[src/rtl/census_transform_5x5_top_assert.svh]
// Assertion macros used by the census transform top level.
`ifndef CENSUS_TRANSFORM_5X5_TOP_ASSERT_SVH
`define CENSUS_TRANSFORM_5X5_TOP_ASSERT_SVH

// Check that a condition in one cycle brings a consequence in the same cycle.
`define CT5_ASSERT_IMPLY(name, clk, rst, ante, cons) \
  name: assert property (@(posedge clk) disable iff (rst) (ante) |-> (cons)) \
    else $error("census transform check failed");

// Check that a condition in one cycle brings a consequence in the next cycle.
`define CT5_ASSERT_NEXT(name, clk, rst, ante, cons) \
  name: assert property (@(posedge clk) disable iff (rst) (ante) |=> (cons)) \
    else $error("census transform check failed");

`endif

[src/rtl/ct5_pkg.sv]
`default_nettype none

package ct5_pkg;

  localparam int PIX_W        = 16;
  localparam int CODE_W       = 24;
  localparam int ROW_W        = 12;
  localparam int CCOL_W       = 11;
  localparam int CFG_W        = 12;
  localparam int CFG_IDX_W    = 2;
  localparam int WIN_N        = 5;
  localparam int LINES        = WIN_N - 1;
  localparam int MIN_DIM      = 5;
  localparam int QUEUE_DEPTH  = 2;

  localparam int MAX_LINE_WIDTH_DEF = 2048;

  localparam int OUT_FIELDS_W = CODE_W + ROW_W + CCOL_W;
  localparam int OUT_TDATA_W  = ((OUT_FIELDS_W + 7) / 8) * 8;

  localparam logic [CFG_IDX_W-1:0] CFG_LINE_WIDTH   = CFG_IDX_W'(0);
  localparam logic [CFG_IDX_W-1:0] CFG_FRAME_HEIGHT = CFG_IDX_W'(1);

  localparam logic [CFG_W-1:0] LINE_WIDTH_RST   = CFG_W'(640);
  localparam logic [CFG_W-1:0] FRAME_HEIGHT_RST = CFG_W'(480);

  typedef logic [PIX_W-1:0] pix_t;

  // One window column with the position of the window center.
  typedef struct packed {
    pix_t [WIN_N-1:0]    column;
    logic                valid;
    logic [ROW_W-1:0]    center_row;
    logic [CCOL_W-1:0]   center_col;
  } entry_t;

  typedef struct packed {
    logic full;
    logic empty;
  } qstat_t;

endpackage

`default_nettype wire

[src/rtl/ct5_queue.sv]
`default_nettype none

module ct5_queue (
  input  wire logic             clk,
  input  wire logic             rst,
  input  wire logic             push,
  input  wire ct5_pkg::entry_t  push_entry,
  input  wire logic             pop,
  output ct5_pkg::entry_t       pop_entry,
  output ct5_pkg::qstat_t       qstat
);

  localparam int DEPTH = ct5_pkg::QUEUE_DEPTH;
  localparam int PTR_W = (DEPTH > 1) ? $clog2(DEPTH) : 1;
  localparam int CNT_W = $clog2(DEPTH + 1);

  ct5_pkg::entry_t   slots [DEPTH];
  logic [PTR_W-1:0]  wr_ptr;
  logic [PTR_W-1:0]  rd_ptr;
  logic [CNT_W-1:0]  count;

  assign qstat.full  = (count == CNT_W'(DEPTH));
  assign qstat.empty = (count == '0);
  assign pop_entry   = slots[rd_ptr];

  always_ff @(posedge clk) begin
    if (rst) begin
      wr_ptr <= '0;
      rd_ptr <= '0;
      count  <= '0;
    end else begin
      if (push) begin
        wr_ptr <= (wr_ptr == PTR_W'(DEPTH - 1)) ? '0 : wr_ptr + PTR_W'(1);
      end
      if (pop) begin
        rd_ptr <= (rd_ptr == PTR_W'(DEPTH - 1)) ? '0 : rd_ptr + PTR_W'(1);
      end
      if (push && !pop) begin
        count <= count + CNT_W'(1);
      end else if (pop && !push) begin
        count <= count - CNT_W'(1);
      end
    end
  end

  always_ff @(posedge clk) begin
    if (push) begin
      slots[wr_ptr] <= push_entry;
    end
  end

endmodule

`default_nettype wire

[config.mk]
export PLATFORM = sky130hd
export DESIGN_NAME = ct5_queue
export DESIGN_NICKNAME = d
export VERILOG_FILES = /design/src/rtl/census_transform_5x5_top_assert.svh /design/src/rtl/ct5_pkg.sv /design/src/rtl/ct5_queue.sv
export SDC_FILE = /design/constraint.sdc
export NUM_CORES = 1
export LEC_CHECK = 0
export BUFFER_PORTS_ARGS = -buffer_cell sky130_fd_sc_hd__buf_2
export CAP_MARGIN = 20
export CORE_MARGIN = 2
export CORE_UTILIZATION = 52
export CTS_CLUSTER_SIZE = 28
export DETAILED_ROUTE_END_ITERATION = 8
export MAX_ROUTING_LAYER = met4
export PLACE_DENSITY = 0.79
export SYNTH_ARGS = -nofsm -noshare
export SYNTH_HDL_FRONTEND = slang
export SYNTH_SLANG_ARGS = --single-unit
[constraint.sdc]
create_clock -name clk -period 6.7 [get_ports clk]
set_clock_uncertainty 0.2 [all_clocks]
set_input_delay 0.335 -clock clk [delete_from_list [all_inputs] [get_ports clk]]
set_output_delay 0.335 -clock clk [all_outputs]
set_load 0.01 [all_outputs]
== Yosys cells after proc, flatten, opt, wreduce, memory -nomap -nowiden ==
Memories as Yosys holds them, arrays and structs flattened. A register that Yosys moved wholly into a read port is not among the register bits.
Cells that the tools add are included.

* Register bits: 4
* Memory bits (writable): 208
* Output and inout port bits: 106
* Logic and storage cells: 23
* Memories kept: 1

* Add/subtract/negate cells: 4
* Equality and inequality tests: 1
* Multiplexer cells: 8
* Reduce and logical (&&, ||, !) cells: 6

{| class="wikitable"
|+ Memories
! memory !! depth !! width !! rd ports !! clocked after Yosys merged registers in !! wr ports !! RTL line !! source
|-
| slots || 2 || 104 || 1 || 1 || 1 || ct5_queue.sv:17 || <nowiki>ct5_pkg::entry_t slots [DEPTH];</nowiki>
|}

{| class="wikitable"
|+ Operators with widths
! kind !! number
|-
| 2-to-1 mux 1 bit || 6
|-
| 2-to-1 mux 2 bit || 2
|-
| adder 1 bit (second input constant) || 2
|-
| adder 2 x 1 -> 2 bit (second input constant) || 1
|-
| == test 2 bit (second input constant) || 1
|-
| logical AND 1 bit || 2
|-
| logical NOT 1 bit || 2
|-
| logical NOT 2 bit || 1
|-
| nonzero test 2 bit || 1
|-
| subtractor 2 x 1 -> 2 bit (second input constant) || 1
|}

== Logic depth before layout (Yosys ltp) ==
* Word-level depth: 4
* Depth in mapped cells: 5
* Gate-level depth less buffers: 5

== Worst setup path after synthesis ==
Ideal clock, no wire load.

* Path kind: register to register
* Start point: register wr_ptr
* End point: memory slots[0][0] (netlist name) (enable)
* Library setup time: 0.580 ns
* Arrival time: 4.931 ns
* Data required time: 5.920 ns
* Path slack: 0.989 ns
* Cell stages (with the launch flop): 2
* Path through: dfxtp_1 nor2b_1

{| class="wikitable"
|+ RTL lines
! element !! RTL line !! source
|-
| start: declaration || ct5_queue.sv:18 || <nowiki>logic [PTR_W-1:0] wr_ptr;</nowiki>
|-
| start signal: assignment || ct5_queue.sv:33 || <nowiki>wr_ptr <= (wr_ptr == PTR_W'(DEPTH - 1)) ? '0 : wr_ptr + PTR_W'(1);</nowiki>
|-
| end: declaration || ct5_queue.sv:17 ||
|}

Straight into the memory's write port.

==> results.yml <==
drt:
  vias: 4358
  drt_iter0_markers: 226
  drt_pass1_iterations: 4
  routed_wl_um: 15900
  detail_route.vias_per_cell: 4.92
  drc: 0
  route.detailed.wl_per_inst_um: 17.9
  ant_nets: 0
worst_setup_path:
  crit_family: "flip-flops"
  reg2reg_from: "wr_ptr"
  required_ns: 6.16
  criticalPathCategory: "flip-flop to primary output"
  critPathBufInv: 2
  r2r_slack_ns: 4.32
  critPathLaunchType: "flip-flop"
  end_kind: "primary output"
  path_max_fanout: 69
  arrival_ns: 2.81
  r2r_cells: 2
  critical_path.max_stage_delay_ns: 1.06
  path_cells: "buf_4 -> mux2_2 -> buf_2"
  worstReg2RegEnd: "slots[1][41]"
  cp_slowest_cell: "dfxtp_4"
global_routing:
  antenna_found_initial: 0
  grt_overflow_total: 0
  grt_pass1_vias: 4675
  grt_max_degree: 70
  grt_pass1_wl_um: 23800
  grtUsageTotal: 0.194
die:
  die_h_um: 128
  die_w_um: 128
  dieArea_um2: 16300
  initial_core_util: 0.528
  design.core.area_um2: 15100
  fp-row-count: 45
  ios: 214
min_path:
  hold_end: "rd_ptr"
  hold_path_class: "flip-flop to flip-flop"
  whs_path_depth: 2
  min_from: "rd_ptr"
placed_design:
  pre_cts_ws_ns: 3.83
  dp_hpwl_um: 9030
  gp_congestion: 0.703
  port-buffer-count: 213
clock_tree:
  cts_root_buffer: "clkbuf_16"
  clk_pin_slew_ns: 0.06
  cts_made_buffers: 22
  ctsResizeCount: 0
  clock_sinks: 213
  cts_tree: "yes"
  clock_latency_ns: 0.48
  ctsLongestPathBuffers: 3
  cts_max_level: 1
  postCtsSetupBuffers: 0
sta:
  rsz0062_at_grt: "false"
  slew_headroom: 0.290
  timing.fmax_mhz: 299
  fin_ws_ns: 3.35
  period_share: 0.500
  final.min_clock_period_ns: 3.35
  finalMaxSlewViolations: 0
  hold_violations: 0
  worst_slew_pin_slew_ns: 1.06
  setup_tns_ns: 0
  setup_viol: 0
power:
  p_comb_frac: 0.120
  power.share.sequential: 0.507
  power_density_nw_per_um2: 287
  p_clk_frac: 0.372
  swShare: 0.216
  ir_worst_vdd_v: 0.000205
  internal_power_mw: 2.47
  leakage_nw: 4.33
  p_sw_mw: 0.680
logic_synthesis:
  syn_avg_cell_area_um2: 23.0
  yosysWarningCount: 0
  synth_cell_types: 17
  syn_nets: 455
  yosysSeqAreaShare: 0.797
  synth_cells: 346
  syn-cell-area_um2: 7960
  ys_ff_latch: 213
finish:
  area_growth_pct: 37.9
  final_common_cell: "buf_2"
  antenna_cells: 0
  layout_common_cells: "213 x buf_2, 208 x edfxtp_1, 108 x dlygate4sd3_1, 60 x mux2_4, 44 x mux2_2"
  final_layout_size_suffix_gt1_frac: 0.511
  final_nets: 792
run_status:
  status: "finished, final reports clean"
run:
  cap_violations: 0
## routing by layer
metal	up-vias	global-route usage	wire [um]
met1	2119	0.226	6150
met5	-	-	0
met4	0	0.0472	242
met2	182	0.349	8370
met3	22	0.0392	1110
li1	2035	-	-
## state kept, by name (all words and copies together), names as in the netlist, named ones only
signal  flops
slots     208
count       2
wr_ptr      1
rd_ptr      1
## what timing repair did
| item | 4_1_cts | 5_1_grt |
|---|---|---|
| hold endpoints to repair | 213 | 0 |
| endpoints found under the setup margin | 0 | 0 |
| hold buffers | 108 | 0 |
## cell usage after synthesis
cell / instances / area (um^2)
nor2b_1: 2 / 12.5
mux2_4: 60 / 901
xor2_1: 2 / 17.5
a21oi_1: 1 / 5.00
ha_1: 1 / 12.5
inv_1: 1 / 3.75
nor2_1: 5 / 18.8
or3_1: 1 / 6.26
buf_2: 4 / 20.0
buf_6: 7 / 78.8
o21ai_0: 1 / 5.00
edfxtp_1: 208 / 6250
buf_8: 1 / 15.0
dfxtp_1: 5 / 100
and2_1: 1 / 6.26
mux2_2: 44 / 495
xnor2_1: 2 / 17.5
## worst reg2reg max path, cell delays in order, from the launching register on
cell and delay (ns):
dfxtp_1 0.41, and2_4 0.62, buf_4 0.72
## cell families (layout without fill, tap and decap cells)
family | after synthesis | after routing | synth area share
and+or+nand+nor | 9 | 9 | 0.00550
adders and majority gates | 1 | 1 | 0.00157
DFF | 213 | 213 | 0.797
AOI/OAI and AO/OA | 2 | 2 | 0.00126
xor gates and xnor gates | 4 | 4 | 0.00440
buffers and inverters | 13 | 365 | 0.0148
muxes | 104 | 104 | 0.175
## power by group through the flow
stage / sequential, mW / clock (mW) / combinational (mW)
2_1_floorplan: 1.61 / 0 / 0.216
3_3_place_gp: 1.62 / 0 / 0.318
3_5_place_dp: 1.62 / 0 / 0.325
4_1_cts: 1.60 / 1.20 / 0.377
5_1_grt: 1.60 / 1.25 / 0.403
6_report: 1.60 / 1.17 / 0.378
## worst max-delay path by stage
stage / startpoint / to / slack (ns) / cells after the start
floorplan: wr_ptr / slots[0][0] / 0.99 / 1
global placement: flip-flop / pop_entry[14] / 3.84 / 3
detailed placement: flip-flop / pop_entry[14] / 3.83 / 3
CTS: flip-flop / pop_entry[14] / 3.31 / 3
global route: flip-flop / pop_entry[83] / 3.19 / 3
finish: flip-flop / pop_entry[83] / 3.35 / 3
## cell type report
type | count | area, um^2
fillers | 920 | 4110
repair buffers | 325 | 2180
multi-input cells | 120 | 1510
well taps | 188 | 235
clock inverters | 16 | 133
flip-flops and latches | 213 | 6350
clock buffers | 23 | 576
inverters | 1 | 3.75
## metrics by stage
step	total power, mW	instances	utilization	cell area (um^2)	hold slack, ns
after floorplan	1.82	346	-	7960	0.204
after CTS	3.17	886	0.728	11000	0.326
after global placement	1.94	739	0.609	9190	0.280
after detailed placement	1.95	739	0.609	9190	0.309
after global routing	3.26	886	0.728	11000	0.347
final	3.15	886	0.728	11000	0.324
(Power assumes the default switching activity.)
