`src/rtl/census_transform_5x5_top_assert.svh`:
```
// Assertion macros used by the census transform top level.
`ifndef CENSUS_TRANSFORM_5X5_TOP_ASSERT_SVH
`define CENSUS_TRANSFORM_5X5_TOP_ASSERT_SVH

// Check that a condition in one cycle brings a consequence in the same cycle.
`define CT5_ASSERT_IMPLY(name, clk, rst, ante, cons) \
  name: assert property (@(posedge clk) disable iff (rst) (ante) |-> (cons)) \
    else $error("census transform check failed");

// Check that a condition in one cycle brings a consequence in the next cycle.
`define CT5_ASSERT_NEXT(name, clk, rst, ante, cons) \
  name: assert property (@(posedge clk) disable iff (rst) (ante) |=> (cons)) \
    else $error("census transform check failed");

`endif

```
`src/rtl/ct5_pkg.sv`:
```
`default_nettype none

package ct5_pkg;

  localparam int PIX_W        = 16;
  localparam int CODE_W       = 24;
  localparam int ROW_W        = 12;
  localparam int CCOL_W       = 11;
  localparam int CFG_W        = 12;
  localparam int CFG_IDX_W    = 2;
  localparam int WIN_N        = 5;
  localparam int LINES        = WIN_N - 1;
  localparam int MIN_DIM      = 5;
  localparam int QUEUE_DEPTH  = 2;

  localparam int MAX_LINE_WIDTH_DEF = 2048;

  localparam int OUT_FIELDS_W = CODE_W + ROW_W + CCOL_W;
  localparam int OUT_TDATA_W  = ((OUT_FIELDS_W + 7) / 8) * 8;

  localparam logic [CFG_IDX_W-1:0] CFG_LINE_WIDTH   = CFG_IDX_W'(0);
  localparam logic [CFG_IDX_W-1:0] CFG_FRAME_HEIGHT = CFG_IDX_W'(1);

  localparam logic [CFG_W-1:0] LINE_WIDTH_RST   = CFG_W'(640);
  localparam logic [CFG_W-1:0] FRAME_HEIGHT_RST = CFG_W'(480);

  typedef logic [PIX_W-1:0] pix_t;

  // One window column with the position of the window center.
  typedef struct packed {
    pix_t [WIN_N-1:0]    column;
    logic                valid;
    logic [ROW_W-1:0]    center_row;
    logic [CCOL_W-1:0]   center_col;
  } entry_t;

  typedef struct packed {
    logic full;
    logic empty;
  } qstat_t;

endpackage

`default_nettype wire

```
`src/rtl/ct5_back.sv`:
```
`default_nettype none

module ct5_back (
  input  wire logic                             clk,
  input  wire logic                             rst,
  input  wire ct5_pkg::entry_t                  entry,
  input  wire ct5_pkg::qstat_t                  qstat,
  output logic                                  pop,
  output logic                                  m_tvalid,
  input  wire logic                             m_tready,
  output logic [ct5_pkg::OUT_TDATA_W-1:0]       m_tdata,
  output logic                                  m_tuser
);

  localparam int N   = ct5_pkg::WIN_N;
  localparam int MID = N / 2;

  ct5_pkg::pix_t               win      [N][N];
  ct5_pkg::pix_t               win_next [N][N];
  logic [ct5_pkg::CODE_W-1:0]  code;

  logic [ct5_pkg::CODE_W-1:0]  out_code;
  logic                        out_valid;
  logic [ct5_pkg::ROW_W-1:0]   out_row;
  logic [ct5_pkg::CCOL_W-1:0]  out_col;

  assign pop = !qstat.empty && (!m_tvalid || m_tready);

  // Shift the window left and insert the new column on the right.
  always_comb begin
    for (int r = 0; r < N; r++) begin
      for (int c = 0; c < N - 1; c++) begin
        win_next[r][c] = win[r][c+1];
      end
      win_next[r][N-1] = entry.column[r];
    end
  end

  // Neighbors in row-major order, center skipped, first one in the top bit.
  always_comb begin
    code = '0;
    for (int r = 0; r < N; r++) begin
      for (int c = 0; c < N; c++) begin
        if (!(r == MID && c == MID)) begin
          code[ct5_pkg::CODE_W - 1 - (r*N + c - ((r*N + c > MID*N + MID) ? 1 : 0))] =
            (win_next[r][c] < win_next[MID][MID]);
        end
      end
    end
  end

  always_ff @(posedge clk) begin
    if (pop) begin
      win <= win_next;
    end
  end

  always_ff @(posedge clk) begin
    if (rst) begin
      m_tvalid <= 1'b0;
    end else if (pop) begin
      m_tvalid <= 1'b1;
    end else if (m_tready) begin
      m_tvalid <= 1'b0;
    end
  end

  always_ff @(posedge clk) begin
    if (pop) begin
      out_code  <= entry.valid ? code : '0;
      out_valid <= entry.valid;
      out_row   <= entry.center_row;
      out_col   <= entry.center_col;
    end
  end

  assign m_tdata = {(ct5_pkg::OUT_TDATA_W - ct5_pkg::OUT_FIELDS_W)'(0),
                    out_col, out_row, out_code};
  assign m_tuser = out_valid;

endmodule

`default_nettype wire

```
`config.mk`:
```
export PLATFORM = sky130hd
export DESIGN_NAME = ct5_back
export DESIGN_NICKNAME = d
export VERILOG_FILES = /design/src/rtl/census_transform_5x5_top_assert.svh /design/src/rtl/ct5_pkg.sv /design/src/rtl/ct5_back.sv
export SDC_FILE = /design/constraint.sdc
export NUM_CORES = 1
export LEC_CHECK = 0
export ABC_AREA = 0
export BUFFER_PORTS_ARGS = -buffer_cell sky130_fd_sc_hd__buf_2
export CAP_MARGIN = 5
export CORE_MARGIN = 2
export CORE_UTILIZATION = 40
export DETAILED_ROUTE_END_ITERATION = 10
export SLEW_MARGIN = 20
export SYNTH_ARGS = -nofsm -noshare
export SYNTH_HDL_FRONTEND = slang
export SYNTH_SLANG_ARGS = --single-unit
```
`constraint.sdc`:
```
create_clock -name clk -period 27.9 [get_ports clk]
set_input_delay 4.185 -clock clk [delete_from_list [all_inputs] [get_ports clk]]
set_output_delay 4.185 -clock clk [all_outputs]
set_load 0.01 [all_outputs]
```
* After elaboration in Yosys (flattened, before gate mapping)
Cells that the tools add are included. Widths: inputs -> output; s select.
Word-level totals: bits in writable memories 0, bits in latches 0, memories kept 0, bits in read-only memories 0, bits in registers 369
Operators by class: eq/ne operators 0, add/subtract/negate cells 0, $mul 0, shift operators 0, div/mod/pow operators 0, reduce and logical (&&, ||, !) cells 5, mux-type cells 2, bitwise gates (word level) 0, order comparisons 24
Operators by type and width (number):
- $lt 16x16->1 | 24
- $logic_not 1->1 | 2
- $mux 1 | 2
- $reduce_bool 2->1 | 1
- $logic_and 1x1->1 | 1
- $logic_or 1x1->1 | 1

* Longest topological paths before layout
word-level depth 4, mapped depth 6, gate-level depth less buffers 6

* Least setup slack after synthesis
OpenSTA, ideal clock, no wires.
path kind input-to-output, from in m_tready, to out pop, arrival 20.568 ns, stages on the path 2, buffers on the path 0, slack 3.147 ns, required time 23.715 ns, path through nand2b_1 -> nor2b_1
On the way: longest elaborated chain between the ends 2
RTL lines:
- start, declared | RTL line ct5_back.sv:10 | input wire logic m_tready,
- $logic_or 1x1->1 | RTL line ct5_back.sv:27 | assign pop = !qstat.empty && (!m_tvalid || m_tready);
- $logic_and 1x1->1 | RTL line ct5_back.sv:27
- end, declared | RTL line ct5_back.sv:8 | output logic pop,
No other way between the ends.

* Final worst setup path
Ends and elaborated chain as after synthesis.

==> summary.md <==
| Metric | Value |
|---|---|
| Layout cell share with drive strength beyond 1 | 0.158 |
| FF/Latch Area | 0.0111 mm^2 |
| CTS Buf Count | 43 |
| Final worst slack | 18.83 ns |
| DR vias | about 12,000 |
| Crit share post-route | 0.325 |
| Multi-input gate area | around 0.008 mm^2 |
| CP max FO | 6 |
| Top delay family on crit path | simple AND/OR/NAND/NOR gates |
| Total power | 1.38 mW |
| Asr flop ratio synth | 0 |
| DRT Wirelength | 41,100 um |
| Area of the core | 0.0467 mm^2 |
| CP max stage cell | nor2b_4 |
| Switching share of power | 0.237 |
| Skew final | ~0.017 ns |
| Startpoint types | input pin |
| Peak supply drop | 0.0383 mV |
| Cell mode on critical path | buf_2 |
| Met3 Usage GRT | 0.0349 |
| Worst path bufs/invs | 2 |
| DR pass1 iterations | 8 |
| Clock share of power | 0.405 |
| Fill cells | roughly 4,000 |
| Yosys reg bits | 369 |
| Number of synthesized flops with an enable pin | 368 |
| Final GP Congestion | 0.812 |
| Die Ht | between 200 and 250 um |
| Met1 track demand over resource | 0.220 |
| Setup CP Type | input pin to primary output |
| RR Startpoint | m_tvalid |
| Worst setup EP type | primary output |
| CTS tree | done |
| HP Class | flop to flop |
| Final #Nets | between 1,500 and 2,000 |
| Post-CTS Hold Buffers | 0 |
| Leak | about 8.8 nW |
| GRT Residual Overflow | 0 |
| Grt peak-use layer | met2 |
| Via density | 5.40 |
| Most frequent cell after synthesis | edfxtp_1 |
| YS warnings | 0 |
| Finished layout cell area | ~0.022 mm^2 |
| Slew margin rel. | 0.341 |
| Final Core Density | 0.472 |
| Starting Density | 0.406 |
| Mapped cell area | roughly 0.019 mm^2 |
| Worst Path Required | 23.72 ns |
| Placed cell area | 0.0206 mm^2 |
| Hold Crit Depth | 0 |
| Min Tclk post-route | slightly above 9 ns |
| Detail Placement HPWL | 28,100 um |
| P per Cell Area | 62.7 mW/mm^2 |
| Drt wl/cell | 19.2 um |
| Crit path DAT | 4.88 ns |
| First-pass GRT wire length | 65,100 um |
| Drt initial violations | ~480 |
| Vias in the first global route | 12,090 |
| Final ANT Viol Nets | 0 |
| Setup bufs post-CTS | 0 |
| Quantity of gates resized following cts | 0 |
| Worst Tran Pin Value | 0.988 ns |
| Clock transition at path regs | 0.06 ns |
| Synthesized Nets | 1,750 |
| RSZ-0062 raised after global routing | no |
| Register area share after synthesis | 0.584 |
| Total global-route track usage | 0.170 |
| Die ar. | between 0.04 and 0.05 mm^2 |
| Deepest clock path buffer count | 3 |
| Reg2Reg Setup Slack | 25.16 ns |
| Commonest cells post-synth | 368 x edfxtp_1, 360 x ha_1, 143 x a21oi_1, 92 x o21ai_0 |
| Failing checks | DRC |
| Clock root buffer | clkbuf_16 |
| Comb pwr share | 0.112 |
| Critical path's largest stage delay | 0.31 ns |
| Synth cell types | 28 |
| Largest area contributor in the netlist | edfxtp_1 |
| Place WS | between 15 and 20 ns |
| Max Transition Viols Final | 0 |
| Yosys top cell area share | 0.583 |
| Met2 Use GR | 0.286 |
| Htree depth | 2 |
| Min-delay src | win[160] |
| Largest cells by area after synthesis | edfxtp_1 58%, ha_1 24%, a21oi_1 3.8% |
| Worst-Skew Late Latency | approximately 0.56 ns |
| R2R depth | 4 |
| Max-cap viol count | 0 |
| Hold violation total from the final report | 0 |
| Crit-path cells | buf_2 > nand2b_1 > nor2b_4 > buf_2 |
| I/O Pins | 160 |
| Drc violations | 4 |
| Sw power | 0.328 mW |
| RR Endpoint | out_row[5] |
| Hold path endpoint | win[176] |
| Floorplan row count | 79 |
| F_max | ~0.11 GHz |
| Post-synth top flop | edfxtp_1 |
| # setup viols final | 0 |
| P_int | 1.05 mW |
| Outcome | complete, but fails checks |
| Setup_tns | 0 ns |
| Flop pwr share | 0.484 |
| TritonCTS Sinks | between 300 and 400 |
| Die Width | ~220 um |
| Largest net degree at the start of global routing | 150 |
| Post-synthesis area per instance | 14.8 um^2 |
| Initial antenna violation count | 8 |
| Number of port buffers | 157 |
| P&R area growth vs syn | 16.4% |
| Syn Inst Count | about 1,300 |
==> sequential cells by signal, summed over array words and instances, names as in the netlist <==
name,cells
m_tuser,1
out_col,11
m_tvalid,1
out_row,12
out_code,24
win,320
==> worst max path at each step <==
stage	cells after the start	startpoint	slack, ns	to
CTS	4	m_tready	18.76	pop
global placement	4	m_tready	18.78	pop
floorplan	2	m_tready	3.15	pop
finish	4	m_tready	18.83	pop
detailed placement	4	m_tready	18.78	pop
global route	4	m_tready	18.77	pop
==> area by class of cell <==
cell class	count	share of cell area
Antenna cell	3	0.000341
Clock buffer	51	0.0521
Clock inverter	25	0.0115
Inverter	15	0.00255
Multi-Input combinational cell	892	0.354
Sequential cell	369	0.502
Tap cell	607	0.0345
Timing Repair Buffer	177	0.0430
==> power by group through the flow <==
| stage | Sequential, mW | Combinational, mW | Clock, mW |
|---|---|---|---|
| after detailed placement | 0.680 | 0.156 | 0 |
| after global routing | 0.672 | 0.181 | 0.594 |
| after global placement | 0.679 | 0.147 | 0 |
| final | 0.668 | 0.154 | 0.559 |
| after CTS | 0.668 | 0.157 | 0.574 |
| after floorplan | 0.696 | 0.0950 | 0 |
==> stage by stage <==
| step | hold slack, ns | cells |
|---|---|---|
| global placement | 0.426 | 2060 |
| floorplan | 0.417 | 1281 |
| detailed placement | 0.428 | 2060 |
| CTS | 0.442 | 2136 |
| finish | 0.438 | 2139 |
| global route | 0.452 | 2138 |
==> cells by family (layout without fill, tap and decap cells) <==
kind of cell / count (synthesis) / in the layout / share of synthesized area
flops: 369 / 369 / 0.584
compound gates: 311 / 311 / 0.0992
buf+inv: 20 / 268 / 0.00429
other cells: 1 / 4 / 0.000198
simple gates: 220 / 220 / 0.0740
fa+ha+maj: 360 / 360 / 0.238
==> layout by cell type (no fill, tap or decap), types with 2 or more instances in the layout <==
cell type | netlist | final
clkinv_2 | 0 | 8
nor4_1 | 2 | 2
buf_4 | 1 | 19
o31ai_1 | 22 | 22
buf_2 | 2 | 157
edfxtp_1 | 368 | 368
or2b_1 | 4 | 4
a211oi_1 | 2 | 2
a21boi_0 | 2 | 2
nand2b_1 | 23 | 23
o311ai_0 | 2 | 2
o21ai_0 | 92 | 92
a311o_1 | 2 | 2
a2111oi_0 | 22 | 22
inv_1 | 15 | 15
a21oi_1 | 143 | 143
ha_1 | 360 | 360
nand4_1 | 24 | 24
clkinvlp_4 | 0 | 2
clkinv_1 | 0 | 8
clkbuf_1 | 2 | 6
nor2b_1 | 45 | 44
diode_2 | 0 | 3
clkbuf_16 | 0 | 45
nor2_1 | 2 | 2
nand2_1 | 48 | 48
and4_1 | 48 | 48
a2111oi_2 | 2 | 2
nand3_1 | 2 | 2
clkinv_4 | 0 | 2
o2111a_1 | 22 | 22
or4_1 | 22 | 22
bufinv_16 | 0 | 5
==> per-layer routing <==
layer  share of wire  wire length (um)
met2            0.48             19800
met4           0.027              1120
met3           0.038              1580
met1            0.45             18600
met5          0.0014                58
No activity file was read; power rests on OpenSTA's default activity.
